==> src/hw/rtl/dfr_pkg.sv <==
// Package for the DNS fixed A reply builder.
// Holds the widths, packet constants, register indexes and the job type that
// pass between the parser and the reply emitter. Depends on nothing.
`default_nettype none

package dfr_pkg;

  localparam int POS_W       = 11;
  localparam int MAX_PACKET  = 512;
  localparam int HEADER_LEN  = 12;
  localparam int QUESTION_TAIL = 5;
  localparam int ANSWER_LEN  = 16;
  localparam int ANSWER_HEAD_LEN = 12;
  localparam int ANS_IDX_W   = $clog2(ANSWER_LEN);
  localparam int CAP_W       = 11;
  localparam int ADDR_W      = 32;
  localparam int CFG_DATA_W  = 32;
  localparam int CFG_IDX_W   = 1;

  localparam logic [CFG_IDX_W-1:0] CFG_REPLY_CAPACITY = 1'd0;
  localparam logic [CFG_IDX_W-1:0] CFG_ANSWER_ADDRESS = 1'd1;

  localparam logic [CAP_W-1:0] CAPACITY_RESET = 11'd512;

  localparam logic [7:0] FLAGS_HI = 8'h81;
  localparam logic [7:0] FLAGS_LO = 8'h80;
  localparam logic [7:0] PTR_HI   = 8'hC0;
  localparam logic [7:0] PTR_LO   = 8'h0C;
  localparam logic [7:0] TTL_LO   = 8'h3C;

  localparam logic [7:0] ANSWER_HEAD [ANSWER_HEAD_LEN] = '{
    PTR_HI, PTR_LO, 8'h00, 8'h01, 8'h00, 8'h01,
    8'h00, 8'h00, 8'h00, TTL_LO, 8'h00, 8'h04
  };

  typedef struct packed {
    logic       pass;
    logic       answer;
    logic       error;
    logic [7:0] data;
  } job_t;

  function automatic logic [7:0] answer_byte(input logic [ANS_IDX_W-1:0] idx,
                                             input logic [ADDR_W-1:0] addr);
    logic [7:0] b;
    if (idx < ANS_IDX_W'(ANSWER_HEAD_LEN)) begin
      b = ANSWER_HEAD[idx];
    end else begin
      unique case (idx[1:0])
        2'd0: b = addr[31:24];
        2'd1: b = addr[23:16];
        2'd2: b = addr[15:8];
        2'd3: b = addr[7:0];
        default: b = 8'h00;
      endcase
    end
    return b;
  endfunction

endpackage

`default_nettype wire

==> src/hw/rtl/dfr_query_if.sv <==
// Channel interface for query bytes entering the reply builder.
// Carries valid, ready and the query payload. Depends on nothing.
`default_nettype none

interface dfr_query_if;
  logic       valid;
  logic       ready;
  logic [7:0] query_byte;
  logic       query_last;

  modport source (output valid, output query_byte, output query_last, input ready);
  modport sink   (input valid, input query_byte, input query_last, output ready);
endinterface

`default_nettype wire

==> src/hw/rtl/dfr_reply_if.sv <==
// Channel interface for reply bytes leaving the reply builder.
// Carries valid, ready and the reply payload. Depends on nothing.
`default_nettype none

interface dfr_reply_if;
  logic       valid;
  logic       ready;
  logic [7:0] reply_byte;
  logic       reply_last;
  logic       reply_error;

  modport source (output valid, output reply_byte, output reply_last,
                  output reply_error, input ready);
  modport sink   (input valid, input reply_byte, input reply_last,
                  input reply_error, output ready);
endinterface

`default_nettype wire

==> src/hw/rtl/dfr_parse.sv <==
// Query parser: follows header offsets and QNAME labels, decides per byte.
// Produces one job per accepted byte for the emitter. Depends on dfr_pkg.
`default_nettype none

module dfr_parse (
  input  wire                         clk,
  input  wire                         rst,
  input  wire                         accept,
  input  wire  [7:0]                  query_byte,
  input  wire                         query_last,
  input  wire  [dfr_pkg::CAP_W-1:0]   reply_capacity,
  output dfr_pkg::job_t               job
);
  import dfr_pkg::*;

  logic [POS_W-1:0] byte_position;
  logic [POS_W-1:0] next_label_position;
  logic [POS_W-1:0] question_end;
  logic             end_found;
  logic             overlong;

  logic [POS_W-1:0] next_label_position_next;
  logic [POS_W-1:0] question_end_next;
  logic             end_found_next;
  logic             in_range;
  logic             hit;
  logic             keep;
  logic             bad;
  logic [7:0]       out_byte;
  logic [POS_W:0]   len;
  logic [POS_W:0]   room_needed;

  always_comb begin
    in_range = byte_position < POS_W'(MAX_PACKET);
    unique case (byte_position)
      11'd2:   out_byte = FLAGS_HI;
      11'd3:   out_byte = FLAGS_LO;
      11'd7:   out_byte = 8'h01;
      11'd6, 11'd8, 11'd9, 11'd10, 11'd11: out_byte = 8'h00;
      default: out_byte = query_byte;
    endcase
    hit = in_range && !end_found && (byte_position == next_label_position);
    end_found_next = end_found;
    question_end_next = question_end;
    next_label_position_next = next_label_position;
    if (hit) begin
      if (query_byte == 8'h00) begin
        end_found_next = 1'b1;
        question_end_next = byte_position + POS_W'(QUESTION_TAIL);
      end else begin
        next_label_position_next = next_label_position + POS_W'(query_byte)
                                   + POS_W'(1);
      end
    end
    keep = in_range && (!end_found_next || byte_position < question_end_next);
    len = {1'b0, byte_position} + (POS_W+1)'(1);
    room_needed = {1'b0, question_end_next} + (POS_W+1)'(ANSWER_LEN);
    bad = !in_range || overlong || len < (POS_W+1)'(HEADER_LEN) || !end_found_next
          || {1'b0, question_end_next} > len
          || room_needed > {1'b0, reply_capacity};
    job.pass   = keep && !(query_last && bad);
    job.answer = query_last && !bad;
    job.error  = query_last && bad;
    job.data   = out_byte;
  end

  always_ff @(posedge clk) begin
    if (rst) begin
      byte_position <= '0;
      next_label_position <= POS_W'(HEADER_LEN);
      question_end <= '0;
      end_found <= 1'b0;
      overlong <= 1'b0;
    end else if (accept) begin
      if (query_last) begin
        byte_position <= '0;
        next_label_position <= POS_W'(HEADER_LEN);
        question_end <= '0;
        end_found <= 1'b0;
        overlong <= 1'b0;
      end else if (in_range) begin
        byte_position <= byte_position + POS_W'(1);
        next_label_position <= next_label_position_next;
        question_end <= question_end_next;
        end_found <= end_found_next;
      end else begin
        overlong <= 1'b1;
      end
    end
  end

endmodule

`default_nettype wire

==> src/hw/rtl/dfr_emit.sv <==
// Reply emitter: output register and the answer sequencer.
// Turns parser jobs into reply results, appending the A answer. Depends on dfr_pkg.
`default_nettype none

module dfr_emit (
  input  wire                          clk,
  input  wire                          rst,
  input  wire                          job_valid,
  input  wire  dfr_pkg::job_t          job,
  output logic                         job_ready,
  input  wire  [dfr_pkg::ADDR_W-1:0]   answer_address,
  output logic                         out_valid,
  input  wire                          out_ready,
  output logic [7:0]                   out_byte,
  output logic                         out_last,
  output logic                         out_error
);
  import dfr_pkg::*;

  logic                 busy;
  logic [ANS_IDX_W-1:0] idx;
  logic                 slot_free;

  assign slot_free = !out_valid || out_ready;
  assign job_ready = slot_free && !busy;

  always_ff @(posedge clk) begin
    if (rst) begin
      out_valid <= 1'b0;
      busy <= 1'b0;
      idx <= '0;
    end else if (slot_free) begin
      if (busy) begin
        out_valid <= 1'b1;
        idx <= idx + ANS_IDX_W'(1);
        if (idx == ANS_IDX_W'(ANSWER_LEN - 1)) begin
          busy <= 1'b0;
        end
      end else if (job_valid) begin
        out_valid <= job.error || job.pass || job.answer;
        if (!job.error && job.answer) begin
          busy <= 1'b1;
          idx <= job.pass ? ANS_IDX_W'(0) : ANS_IDX_W'(1);
        end
      end else begin
        out_valid <= 1'b0;
      end
    end
  end

  always_ff @(posedge clk) begin
    if (slot_free) begin
      if (busy) begin
        out_byte <= answer_byte(idx, answer_address);
        out_last <= idx == ANS_IDX_W'(ANSWER_LEN - 1);
        out_error <= 1'b0;
      end else if (job_valid) begin
        if (job.error) begin
          out_byte <= 8'h00;
          out_last <= 1'b1;
          out_error <= 1'b1;
        end else if (job.pass) begin
          out_byte <= job.data;
          out_last <= 1'b0;
          out_error <= 1'b0;
        end else begin
          out_byte <= answer_byte(ANS_IDX_W'(0), answer_address);
          out_last <= 1'b0;
          out_error <= 1'b0;
        end
      end
    end
  end

`ifndef SYNTH
  a_busy_has_output: assert property (@(posedge clk) disable iff (rst)
    busy |-> out_valid)
    else $error("answer sequencer busy without a pending result");

  a_answer_ends_last: assert property (@(posedge clk) disable iff (rst)
    (busy && slot_free && idx == ANS_IDX_W'(ANSWER_LEN - 1)) |=> (out_valid && out_last))
    else $error("final answer byte not marked last");

  a_error_result: assert property (@(posedge clk) disable iff (rst)
    (job_valid && job_ready && job.error) |=> (out_valid && out_error && out_last))
    else $error("error job did not give a final error result");

  a_error_zero: assert property (@(posedge clk) disable iff (rst)
    (out_valid && out_error) |-> (out_byte == 8'h00 && !busy))
    else $error("error result carries data or an answer follows it");
`endif

endmodule

`default_nettype wire

==> src/hw/rtl/dns_fixed_a_reply_builder.sv <==
// Top level of the DNS fixed A reply builder.
// Holds the configuration registers and joins the parser and the emitter.
// Depends on dfr_pkg, dfr_query_if, dfr_reply_if, dfr_parse and dfr_emit.
//
// Usage: query bytes arrive on the query channel, one request per byte, with
// query_last on the final byte of a packet. Each kept byte appears on the
// reply channel in the cycle after it is accepted, with the DNS header flags and
// counts rewritten; bytes past the question are dropped. At the final byte
// the block either gives a single error result or appends the 16-byte A
// answer, the last of which carries reply_last.
// Throughput: one query byte per cycle while the receiver takes results and no
// answer is being sent. The final byte of a good packet gives 16 or 17 results,
// set by the answer sequencer, and the query channel is held off until the last
// answer byte has entered the output register.
// Reset clears the parse state and the output register; reply_capacity
// returns to 512 and answer_address to zero. Configuration is written through
// cfg_we, cfg_index and cfg_data; the user must write it only while the block is idle, the block does not enforce it.
// When the receiver stalls, the pending result holds in the output register
// and no further query byte is taken until it leaves.
`default_nettype none

module dns_fixed_a_reply_builder (
  input  wire                                clk,
  input  wire                                rst,
  dfr_query_if.sink                          query,
  dfr_reply_if.source                        reply,
  input  wire                                cfg_we,
  input  wire  [dfr_pkg::CFG_IDX_W-1:0]      cfg_index,
  input  wire  [dfr_pkg::CFG_DATA_W-1:0]     cfg_data
);
  import dfr_pkg::*;

  logic [CAP_W-1:0]  reply_capacity;
  logic [ADDR_W-1:0] answer_address;
  logic              accept;
  logic              job_ready;
  job_t              job;

  always_ff @(posedge clk) begin
    if (rst) begin
      reply_capacity <= CAPACITY_RESET;
      answer_address <= '0;
    end else if (cfg_we) begin
      unique case (cfg_index)
        CFG_REPLY_CAPACITY: reply_capacity <= cfg_data[CAP_W-1:0];
        CFG_ANSWER_ADDRESS: answer_address <= cfg_data[ADDR_W-1:0];
        default: ;
      endcase
    end
  end

  assign query.ready = job_ready;
  assign accept = query.valid && job_ready;

  dfr_parse u_parse (
    .clk            (clk),
    .rst            (rst),
    .accept         (accept),
    .query_byte     (query.query_byte),
    .query_last     (query.query_last),
    .reply_capacity (reply_capacity),
    .job            (job)
  );

  dfr_emit u_emit (
    .clk            (clk),
    .rst            (rst),
    .job_valid      (accept),
    .job            (job),
    .job_ready      (job_ready),
    .answer_address (answer_address),
    .out_valid      (reply.valid),
    .out_ready      (reply.ready),
    .out_byte       (reply.reply_byte),
    .out_last       (reply.reply_last),
    .out_error      (reply.reply_error)
  );

endmodule

`default_nettype wire
==> src/flat_wrapper.sv <==
// flat-port wrapper written by rule: the top's interface ports become plain ports
module dns_fixed_a_reply_builder_flat import dfr_pkg::*;
  (clk, rst, cfg_we, cfg_index, cfg_data, query_valid, query_query_byte, query_query_last, query_ready, reply_valid, reply_reply_byte, reply_reply_last, reply_reply_error, reply_ready);
  dfr_query_if query_i ();
  dfr_reply_if reply_i ();
  input  wire clk;
  input  wire rst;
  input  wire cfg_we;
  input  wire  [dfr_pkg::CFG_IDX_W-1:0] cfg_index;
  input  wire  [dfr_pkg::CFG_DATA_W-1:0] cfg_data;
  input wire logic [$bits(query_i.valid)-1:0] query_valid;
  input wire logic [$bits(query_i.query_byte)-1:0] query_query_byte;
  input wire logic [$bits(query_i.query_last)-1:0] query_query_last;
  output wire logic [$bits(query_i.ready)-1:0] query_ready;
  output wire logic [$bits(reply_i.valid)-1:0] reply_valid;
  output wire logic [$bits(reply_i.reply_byte)-1:0] reply_reply_byte;
  output wire logic [$bits(reply_i.reply_last)-1:0] reply_reply_last;
  output wire logic [$bits(reply_i.reply_error)-1:0] reply_reply_error;
  input wire logic [$bits(reply_i.ready)-1:0] reply_ready;
  assign query_i.valid = query_valid;
  assign query_i.query_byte = query_query_byte;
  assign query_i.query_last = query_query_last;
  assign query_ready = query_i.ready;
  assign reply_valid = reply_i.valid;
  assign reply_reply_byte = reply_i.reply_byte;
  assign reply_reply_last = reply_i.reply_last;
  assign reply_reply_error = reply_i.reply_error;
  assign reply_i.ready = reply_ready;
  dns_fixed_a_reply_builder u_core (.clk(clk), .rst(rst), .query(query_i), .reply(reply_i), .cfg_we(cfg_we), .cfg_index(cfg_index), .cfg_data(cfg_data));
endmodule
==> config.mk <==
export PLATFORM = sky130hd
export DESIGN_NAME = dns_fixed_a_reply_builder_flat
export DESIGN_NICKNAME = d
export VERILOG_FILES = /design/src/hw/rtl/dfr_pkg.sv /design/src/hw/rtl/dfr_query_if.sv /design/src/hw/rtl/dfr_reply_if.sv /design/src/hw/rtl/dfr_parse.sv /design/src/hw/rtl/dfr_emit.sv /design/src/hw/rtl/dns_fixed_a_reply_builder.sv /design/src/flat_wrapper.sv
export SDC_FILE = /design/constraint.sdc
export NUM_CORES = 1
export LEC_CHECK = 0
export BUFFER_PORTS_ARGS = -buffer_cell sky130_fd_sc_hd__clkbuf_2
export CAP_MARGIN = 0
export CELL_PAD_IN_SITES_DETAIL_PLACEMENT = 0
export CELL_PAD_IN_SITES_GLOBAL_PLACEMENT = 1
export CORE_MARGIN = 2
export CORE_UTILIZATION = 35
export DETAILED_ROUTE_END_ITERATION = 12
export GPL_ROUTABILITY_DRIVEN = 1
export PLACE_DENSITY = 0.76
export REMOVE_ABC_BUFFERS = 1
export SLEW_MARGIN = 20
export SYNTH_ARGS = -nofsm -noshare
export SYNTH_HDL_FRONTEND = slang
export SYNTH_SLANG_ARGS = --single-unit
==> constraint.sdc <==
create_clock -name clk -period 13.2 [get_ports clk]
set_clock_uncertainty 0.15 [all_clocks]
set_input_delay 1.32 -clock clk [delete_from_list [all_inputs] [get_ports clk]]
set_output_delay 1.32 -clock clk [all_outputs]
set_load 0.005 [all_outputs]
# Yosys cells after proc, flatten, opt, wreduce, memory -nomap -nowiden
# Memories as Yosys holds them, arrays and structs flattened.
# Index checks and enable logic that the tools add are counted.
# W data, S select, Z words.
# totals
mem_count,1
out_inout_bits,12
rom_bits,128
elab_cells,122
ff_bits,94
input_bits,47
ramBits,0
latchBits,0
# op_classes
n_lt_le_gt_ge,7
n_mux,38
addsub,7
reduce_logical,39
eq_ne,15
n_bitwise,2
n_div,0
n_shift,0
n_mul,0
# mem_list
name,words,word_bits,rd,rd_ports_with_merged_regs,wr,line,text
(no name shown),16,8,1,0,0,dfr_pkg.sv:47,b = ANSWER_HEAD[idx];
# op_table
cell,n
$mux W11,10
$pmux W8 S4,2
$mux W8,7
$eq A11 B4 Y1 const B,4
$add A11 B1 Y11 const B,2
$eq A11 B2 Y1 const B,2
$eq A11 B3 Y1 const B,2
$mux W1,16
$add A11 B1 Y12 const B,1
$add A11 B5 Y12 const B,1
$gt A11 B12 Y1,1
$gt A12 B11 Y1,1
$lt A12 B4 Y1 const B,1
$mux W4,3
$add A11 B3 Y11 const B,1
$add A11 B8 Y11,1
$eq A11 B11 Y1,1
$lt A11 B10 Y1 const B,1
$lt A11 B11 Y1,1
$reduce_and A2 Y1,5
$logic_and A1 B1 Y1,9
$logic_or A1 B1 Y1,9
$logic_not A8 Y1,1
$reduce_bool A2 Y1,4
14 further kinds,22

# Logic depth before layout (Yosys ltp)
# Gate-level depths: netlist (run 1).
# depth
word_depth,15
ltp_mapped,19
depth_no_buf,18

# Cells and area by module
# Synthesis (run 1) repeated with hierarchy kept, for this count alone.
# unflattened
hier_cells,771
hier_area_um2,6525.0
# by_module_without_submodules
module,area_each_um2,n_inst,cells_each
dfr_parse,3579.7,1,469
dns_fixed_a_reply_builder,1873.0,1,186
dfr_emit,1072.3,1,116

# Least setup slack after synthesis (run 1)
# No wires, ideal clock.
# synth_timing
path_kind,in2reg
from,input port query_query_byte[0]
to,register u_core.u_emit.out_byte[2] (data pin)
arrival_time_ns,5.283
cell_stages,16
slack_ns,7.635
path_buffers,1
required_ns,12.919
path_cell_list,nor4_1 -> nand2_1 -> or4_4 -> clkbuf_1 -> mux2_2 -> ha_1 -> o21ai_0 -> xnor2_1 -> ha_1 -> and3_1 -> a22o_1 -> o41ai_1 -> a41oi_2 -> or3_4 -> nor2b_4 -> a22o_1
# synth_between
elab_chain_len,14
# synth_lines
element,line,text
"start, declared",flat_wrapper.sv:12,input wire logic [$bits(query_i.query_byte)-1:0] query_query_byte;
$logic_not A8 Y1 (*),dfr_parse.sv:47,if (query_byte == 8'h00) begin
"parallel branches: the longest is 10 deep, another holds $add A11 B5 Y12",n/a,
$mux W8 (*),dfr_emit.sv:58,if (job.error) begin
$mux W8 (*),dfr_emit.sv:57,end else if (job_valid) begin
$mux W8 (*),dfr_emit.sv:53,if (busy) begin
"end signal, assigned",dfr_emit.sv:54,"out_byte <= answer_byte(idx, answer_address);"
"end signal, assigned",dfr_emit.sv:63,out_byte <= job.data;
"end signal, assigned",dfr_emit.sv:67,"out_byte <= answer_byte(ANS_IDX_W'(0), answer_address);"
"end, declared",dfr_emit.sv:14,"output logic [7:0] out_byte,"
# Mark *: on every way between the ends. The select of a mux whose other input is x is not followed.
# A chain may end at the register's enable or synchronous reset.

# Final worst setup path (run 1)
# layout_timing
from,input port query_query_byte[0]
to,register u_core.u_emit.out_byte[5] (data pin)
# The elaborated chain is that of the path after synthesis.

==> impl_metrics.yaml, run 1 <==
setup_path:
  cpPeakStageDelay_ps: 740
  path_depth: 16
  crit_family: "simple AND/OR/NAND/NOR gates"
  worstSetupEndpointType: "flop"
  cp_max_fo: 23
  crit_path_start_kind: "input port"
  path_class: "input port to flop"
  reg2regPathDepth: 15
  crit_top_cell: "ha_1"
  slowest_stage: "o41ai_1"
  path_cells: "clkbuf_2 -> nor4_1 -> nand2_1 -> or4_4 -> mux2_2 -> ha_1 -> o21ai_0 -> xnor2_1 -> ha_1 -> and3_1 -> a22o_1 -> o41ai_1 -> a41oi_2 -> or3_4 -> nor2b_4 -> o2bb2ai_1"
  cp_num_buf_inv: 1
  required_ps: 13250
  critPathArrivalTime_ps: 6100
clocking:
  cts_tree: "built"
  cts-root-buf: "clkbuf_16"
  clk_latency_ps: 360
  cts.hold.buffers_added: 0
  cts_buffer_depth: 2
  clk_pin_slew_ps: 70
  numCtsBuffers: 9
  cts.sinks: 94
  postCtsSetupRepairBufs: 0
  cts_resized: 0
  h-tree-depth: 3
routing:
  drc: 0
  via_per_inst: 5.22
  drt_iter0_drc: 371
  routedWlPerCell_microns: 15.7
  route.met3.wl_microns: 698
  drt-met1-wl_microns: 7490
  drtAntennaViolNets: 0
  highest_layer: "met4"
  vias: 5202
  dr_wl_met2_microns: 7210
  routed_wl_microns: 15700
  firstDrtPassIters: 6
worst_hold_path:
  hold_depth: 2
  hp-class: "flop to flop"
timing:
  rsz0062_at_grt: "false"
  fin_crit_ps: 6050
  post-route-period-util_pct: 45.8
  fin_tns_setup_ps: 0
  hold_violations: 0
  slew_viol_final: 0
  fmax_mhz: 165
  maxSlewHeadroom_pct: 28.6
  setup_viol: 0
  tightest_slew_ps: 1070
finish:
  insertedDiodeCount: 0
  fin_cells: 997
  final_cell_mix: "nand2_1, dfxtp_1, a21oi_1"
  areaGrowthSynthToFinish_pct: 12.3
  fin_nets: 871
  final_common_cell: "nand2_1"
  drive_above_1_share_pct: 12.1
global_routing:
  grt_pass1_wl_microns: 25500
  antenna_found_initial: 0
  grt_pass1_vias: 4905
  grtUsageTotal_pct: 18.1
  overflow: 0
  grt_max_degree: 79
pwr:
  swShare_pct: 26.0
  power_switching_uw: 165
  p_per_area_nw_per_um2: 96.9
  intPower_uw: 472
  p_clk_share_pct: 43.2
  combPwrFrac_pct: 9.1
  p_leak_nw: 2.57
  pwr-share-seq_pct: 47.6
  ir_drop_v: 0.0000530
synth:
  synthesis.area_sq_um: 5860
  synthArstFlopShare_pct: 0
  syn_inst: 747
  yosysSeqAreaShare_pct: 33.8
  yosysUniqueCellTypes: 63
  ys_warn_count: 0
  synth_edf_count: 10
  synth_flop_cell: "dfxtp_1"
  syn_avg_cell_area_sq_um: 7.85
  synth_seq_cells: 94
placed_design:
  gp_congestion: 0.856
  post-dp-hpwl_microns: 11400
  dp.cells: 981
  io_buffers: 58
floorplan:
  initial_core_util_pct: 35.6
  core_sq_um: 16500
  rows: 47
  num_io_pins: 59
  dieWidth_microns: 133
  die_h_microns: 133
  dieArea_sq_um: 17800
job:
  drv_cap: 0
run_status:
  status: "finished clean"
registers in the layout, summed over array words and instances (netlist names):
register / count
u_core.answer_address: 32
u_core.reply_capacity: 11
u_core.u_parse.byte_position: 11
u_core.u_parse.next_label_position: 11
u_core.u_parse.question_end: 11
u_core.u_emit.out_byte: 8
u_core.u_emit.idx: 4
u_core.u_emit.busy: 1
u_core.u_emit.out_error: 1
u_core.u_emit.out_last: 1
u_core.u_emit.out_valid: 1
u_core.u_parse.end_found: 1
u_core.u_parse.overlong: 1
worst reg2reg max path: cells and delay by family, from the launching register on:
family,cells,cell delay [ps]
XOR/XNOR,2,360
AO/OA/AOI/OAI,5,1540
AND/OR/NAND/NOR,5,1630
multiplexers,1,380
flip-flops,1,760
adder cells (fa/ha/maj),2,490
Yosys cell counts, drive strengths merged, types with 11 or more instances:
cell type	count	area share, %
clkbuf	44	2.8
nand2	126	8.1
nor2	61	3.9
dfxtp	84	29
inv	37	2.4
a22oi	13	1.7
ha	51	11
nor3	15	1.3
nand3	22	1.9
o21ai	32	2.7
a21oi	83	7.1
nor2b	11	1.3
xnor2	25	3.7
power by group through the flow:
stage	sequential [mW]	clock, mW	combinational [mW]
CTS	0.304	0.284	0.0588
global route	0.305	0.293	0.0659
finish	0.304	0.276	0.0582
global placement	0.310	0	0.0583
detailed placement	0.310	0	0.0585
floorplan	0.308	0	0.0325
final timing paths:
check / from / end / slack, ps
worst max-delay path: query_query_byte[0] / u_core.u_emit.out_byte[5] / 7150
worst min register to register: u_core.reply_capacity[6] / u_core.reply_capacity[6] / 310
worst min-delay path: u_core.reply_capacity[6] / u_core.reply_capacity[6] / 310
worst max register to register: u_core.u_parse.byte_position[5] / u_core.u_emit.out_byte[5] / 7730
through the flow:
stage               util (%)  hold WS, ps  setup WS (ps)  power [mW]  area, sq um
floorplan                  -          280           7750       0.341         5680
global placement        38.0          293           6850       0.368         6260
detailed placement      38.0          298           6810       0.368         6260
CTS                     40.0          309           7170       0.646         6580
global route            40.0          324           6820       0.664         6580
finish                  40.0          305           7150       0.637         6580
cell type report:
class,count,area (sq um)
fill,1785,9890
multi-input combinational,569,3560
sequential,94,1980
timing repair buffer,61,313
tap,220,275
clock buffer,9,225
inverter,37,139
clock inverter,7,90.1
routing by layer:
layer / global-route usage, % / vias to the layer above
li1: - / 2660
met1: 24.5 / 2417
met2: 29.3 / 110
met3: 3.39 / 15
met4: 5.32 / 0
met5: 0 / -
cell families (layout without fill, tap and decap cells):
| group | after synthesis | in the layout | share of synthesized area [%] |
|---|---|---|---|
| adders and majority gates | 52 | 52 | 11.2 |
| DFF | 94 | 94 | 33.8 |
| AOI/OAI and AO/OA | 189 | 189 | 20.2 |
| xor gates and xnor gates | 35 | 35 | 5.23 |
| and+or+nand+nor | 283 | 283 | 22.1 |
| muxes | 10 | 10 | 1.81 |
| buffers and inverters | 84 | 114 | 5.55 |
Power figures use the tool's default switching activity.
==> run 2, diff against run 1 <==
- clock period: 13.2 -> 6.3 ns (I/O delays scaled with it)
==> run 2 against run 1 <==
Critical path depth unchanged. Total power increased by 100%. Sequential power increased by 110%. Wire length increased by 0.62%. Non-clock buffer count increased by 3. Via count decreased by 0.35%. Count of clock-buffer cells in the layout increased by 1. Critical path type is now flop to flop. Largest cell class unchanged. Highest routed layer unchanged.
==> impl_metrics.yaml, run 2 (synthesized netlist as in run 1, its figures left out) <==
global_routing:
  grt_pass1_wl_microns: 25600
  grt_max_degree: 79
  overflow: 0
  grtUsageTotal_pct: 18.0
  antenna_found_initial: 0
  grt_pass1_vias: 4936
clocking:
  cts_buffer_depth: 2
  cts_tree: "built"
  h-tree-depth: 3
  numCtsBuffers: 9
  clk_latency_ps: 360
  cts_resized: 0
  cts.sinks: 94
  cts.hold.buffers_added: 0
  clk_pin_slew_ps: 70
  cts-root-buf: "clkbuf_16"
  postCtsSetupRepairBufs: 0
routing:
  firstDrtPassIters: 6
  vias: 5184
  drtAntennaViolNets: 0
  drt_iter0_drc: 344
  via_per_inst: 5.18
  routedWlPerCell_microns: 15.7
  drc: 0
  routed_wl_microns: 15700
floorplan:
  dieArea_sq_um: 17800
  dieWidth_microns: 133
  initial_core_util_pct: 35.6
  core_sq_um: 16500
  rows: 47
  die_h_microns: 133
  num_io_pins: 59
timing:
  fin_crit_ps: 5090
  maxSlewHeadroom_pct: 28.8
  setup_viol: 0
  hold_violations: 0
  slew_viol_final: 0
  fin_tns_setup_ps: 0
  tightest_slew_ps: 1060
  fin_hold_ws_ps: 304
  fmax_mhz: 196
  post-route-period-util_pct: 80.9
  setup_ws_ps: 1210
  rsz0062_at_grt: "false"
pwr:
  p_clk_share_pct: 41.8
  power_switching_uw: 346
  p_leak_nw: 2.58
  pwr-share-seq_pct: 48.7
  swShare_pct: 26.5
  combPwrFrac_pct: 9.5
  ir_drop_v: 0.000121
  intPower_uw: 960
  p_per_area_nw_per_um2: 198
setup_path:
  cp_max_fo: 23
  worstSetupEndpointType: "flop"
  critPathArrivalTime_ps: 5160
  path_class: "flop to flop"
  required_ps: 6370
  crit_path_start_kind: "flop"
job:
  drv_cap: 0
placed_design:
  pre_cts_ws_ps: 972
  gp_congestion: 0.839
  dp.cells: 983
  placed_cell_area_sq_um: 6280
  io_buffers: 58
  post-dp-hpwl_microns: 11300
finish:
  fin_cells: 1000
  largest_register: "u_core.answer_address"
  fin_nets: 874
  multi_input_area_sq_um: 3550
  final_cell_mix: "nand2_1, dfxtp_1, a21oi_1"
  seq_area_sq_um: 1980
  areaGrowthSynthToFinish_pct: 12.3
  final_common_cell: "nand2_1"
  insertedDiodeCount: 0
  drive_above_1_share_pct: 12.3
  largest_reg_flops: 32
  nFillCells: 1779
  finish.instance_area_sq_um: 6580
worst_hold_path:
  hp-class: "flop to flop"
run_status:
  status: "finished clean"
[run 2: changes by cell type in the layout (fill, tap and decap cells not counted), sizes merged]
cell	change
clkinv	-2
buf	+3
inv	+2
clkbuf	+1
bufinv	-1
[run 2: critical path, stage by stage, from the launching register on]
cell and delay [ps]:
dfxtp_1 720, xnor2_1 190, nand4_1 150, or4_4 670
mux2_2 370, ha_1 230, o21ai_0 130, xnor2_1 170
ha_1 260, and3_1 180, a22o_1 220, o41ai_1 400
buf_4 200, a41oi_2 140, or3_4 430, nor2b_4 170
a22o_1 160
[run 2: worst paths after layout]
kind,from,endpoint,slack [ps],depth (start not counted)
worst max register to register,u_core.u_parse.byte_position[3],u_core.u_emit.out_byte[2],1210,16
worst max-delay path,u_core.u_parse.byte_position[3],u_core.u_emit.out_byte[2],1210,16
worst min-delay path,u_core.reply_capacity[8],u_core.reply_capacity[8],300,2
worst min register to register,u_core.reply_capacity[8],u_core.reply_capacity[8],300,2
[run 2: final cells by class]
class                           instances  share of cell area, %
Multi-Input combinational cell        569                   54.0
Sequential cell                        94                   30.1
Timing Repair Buffer                   64                   5.21
Tap cell                              220                   4.18
Clock buffer                           10                   3.63
Inverter                               37                   2.11
Clock inverter                          6                  0.779
[run 2: power by group through the flow]
stage          Sequential, mW  Combinational, mW  Clock [mW]
2_1_floorplan           0.646             0.0681           0
3_3_place_gp            0.649              0.123           0
3_5_place_dp            0.649              0.123           0
4_1_cts                 0.636              0.124       0.562
5_1_grt                 0.638              0.140       0.577
6_report                0.636              0.124       0.547
[run 2: stage by stage]
step | utilization, % | total power [mW]
floorplan | - | 0.714
global placement | 38.1 | 0.772
detailed placement | 38.1 | 0.772
CTS | 39.9 | 1.32
global route | 40.0 | 1.36
finish | 40.0 | 1.31
[run 2: layer usage]
metal | GRT usage (%) | up-vias | wire (microns) | part of all wire [%]
met5 | 0 | - | 0 | 0
met1 | 24.7 | 2399 | 7690 | 49
met4 | 5.14 | 0 | 168 | 1.1
met3 | 2.93 | 13 | 555 | 3.5
li1 | - | 2663 | - | -
met2 | 29.2 | 109 | 7330 | 47
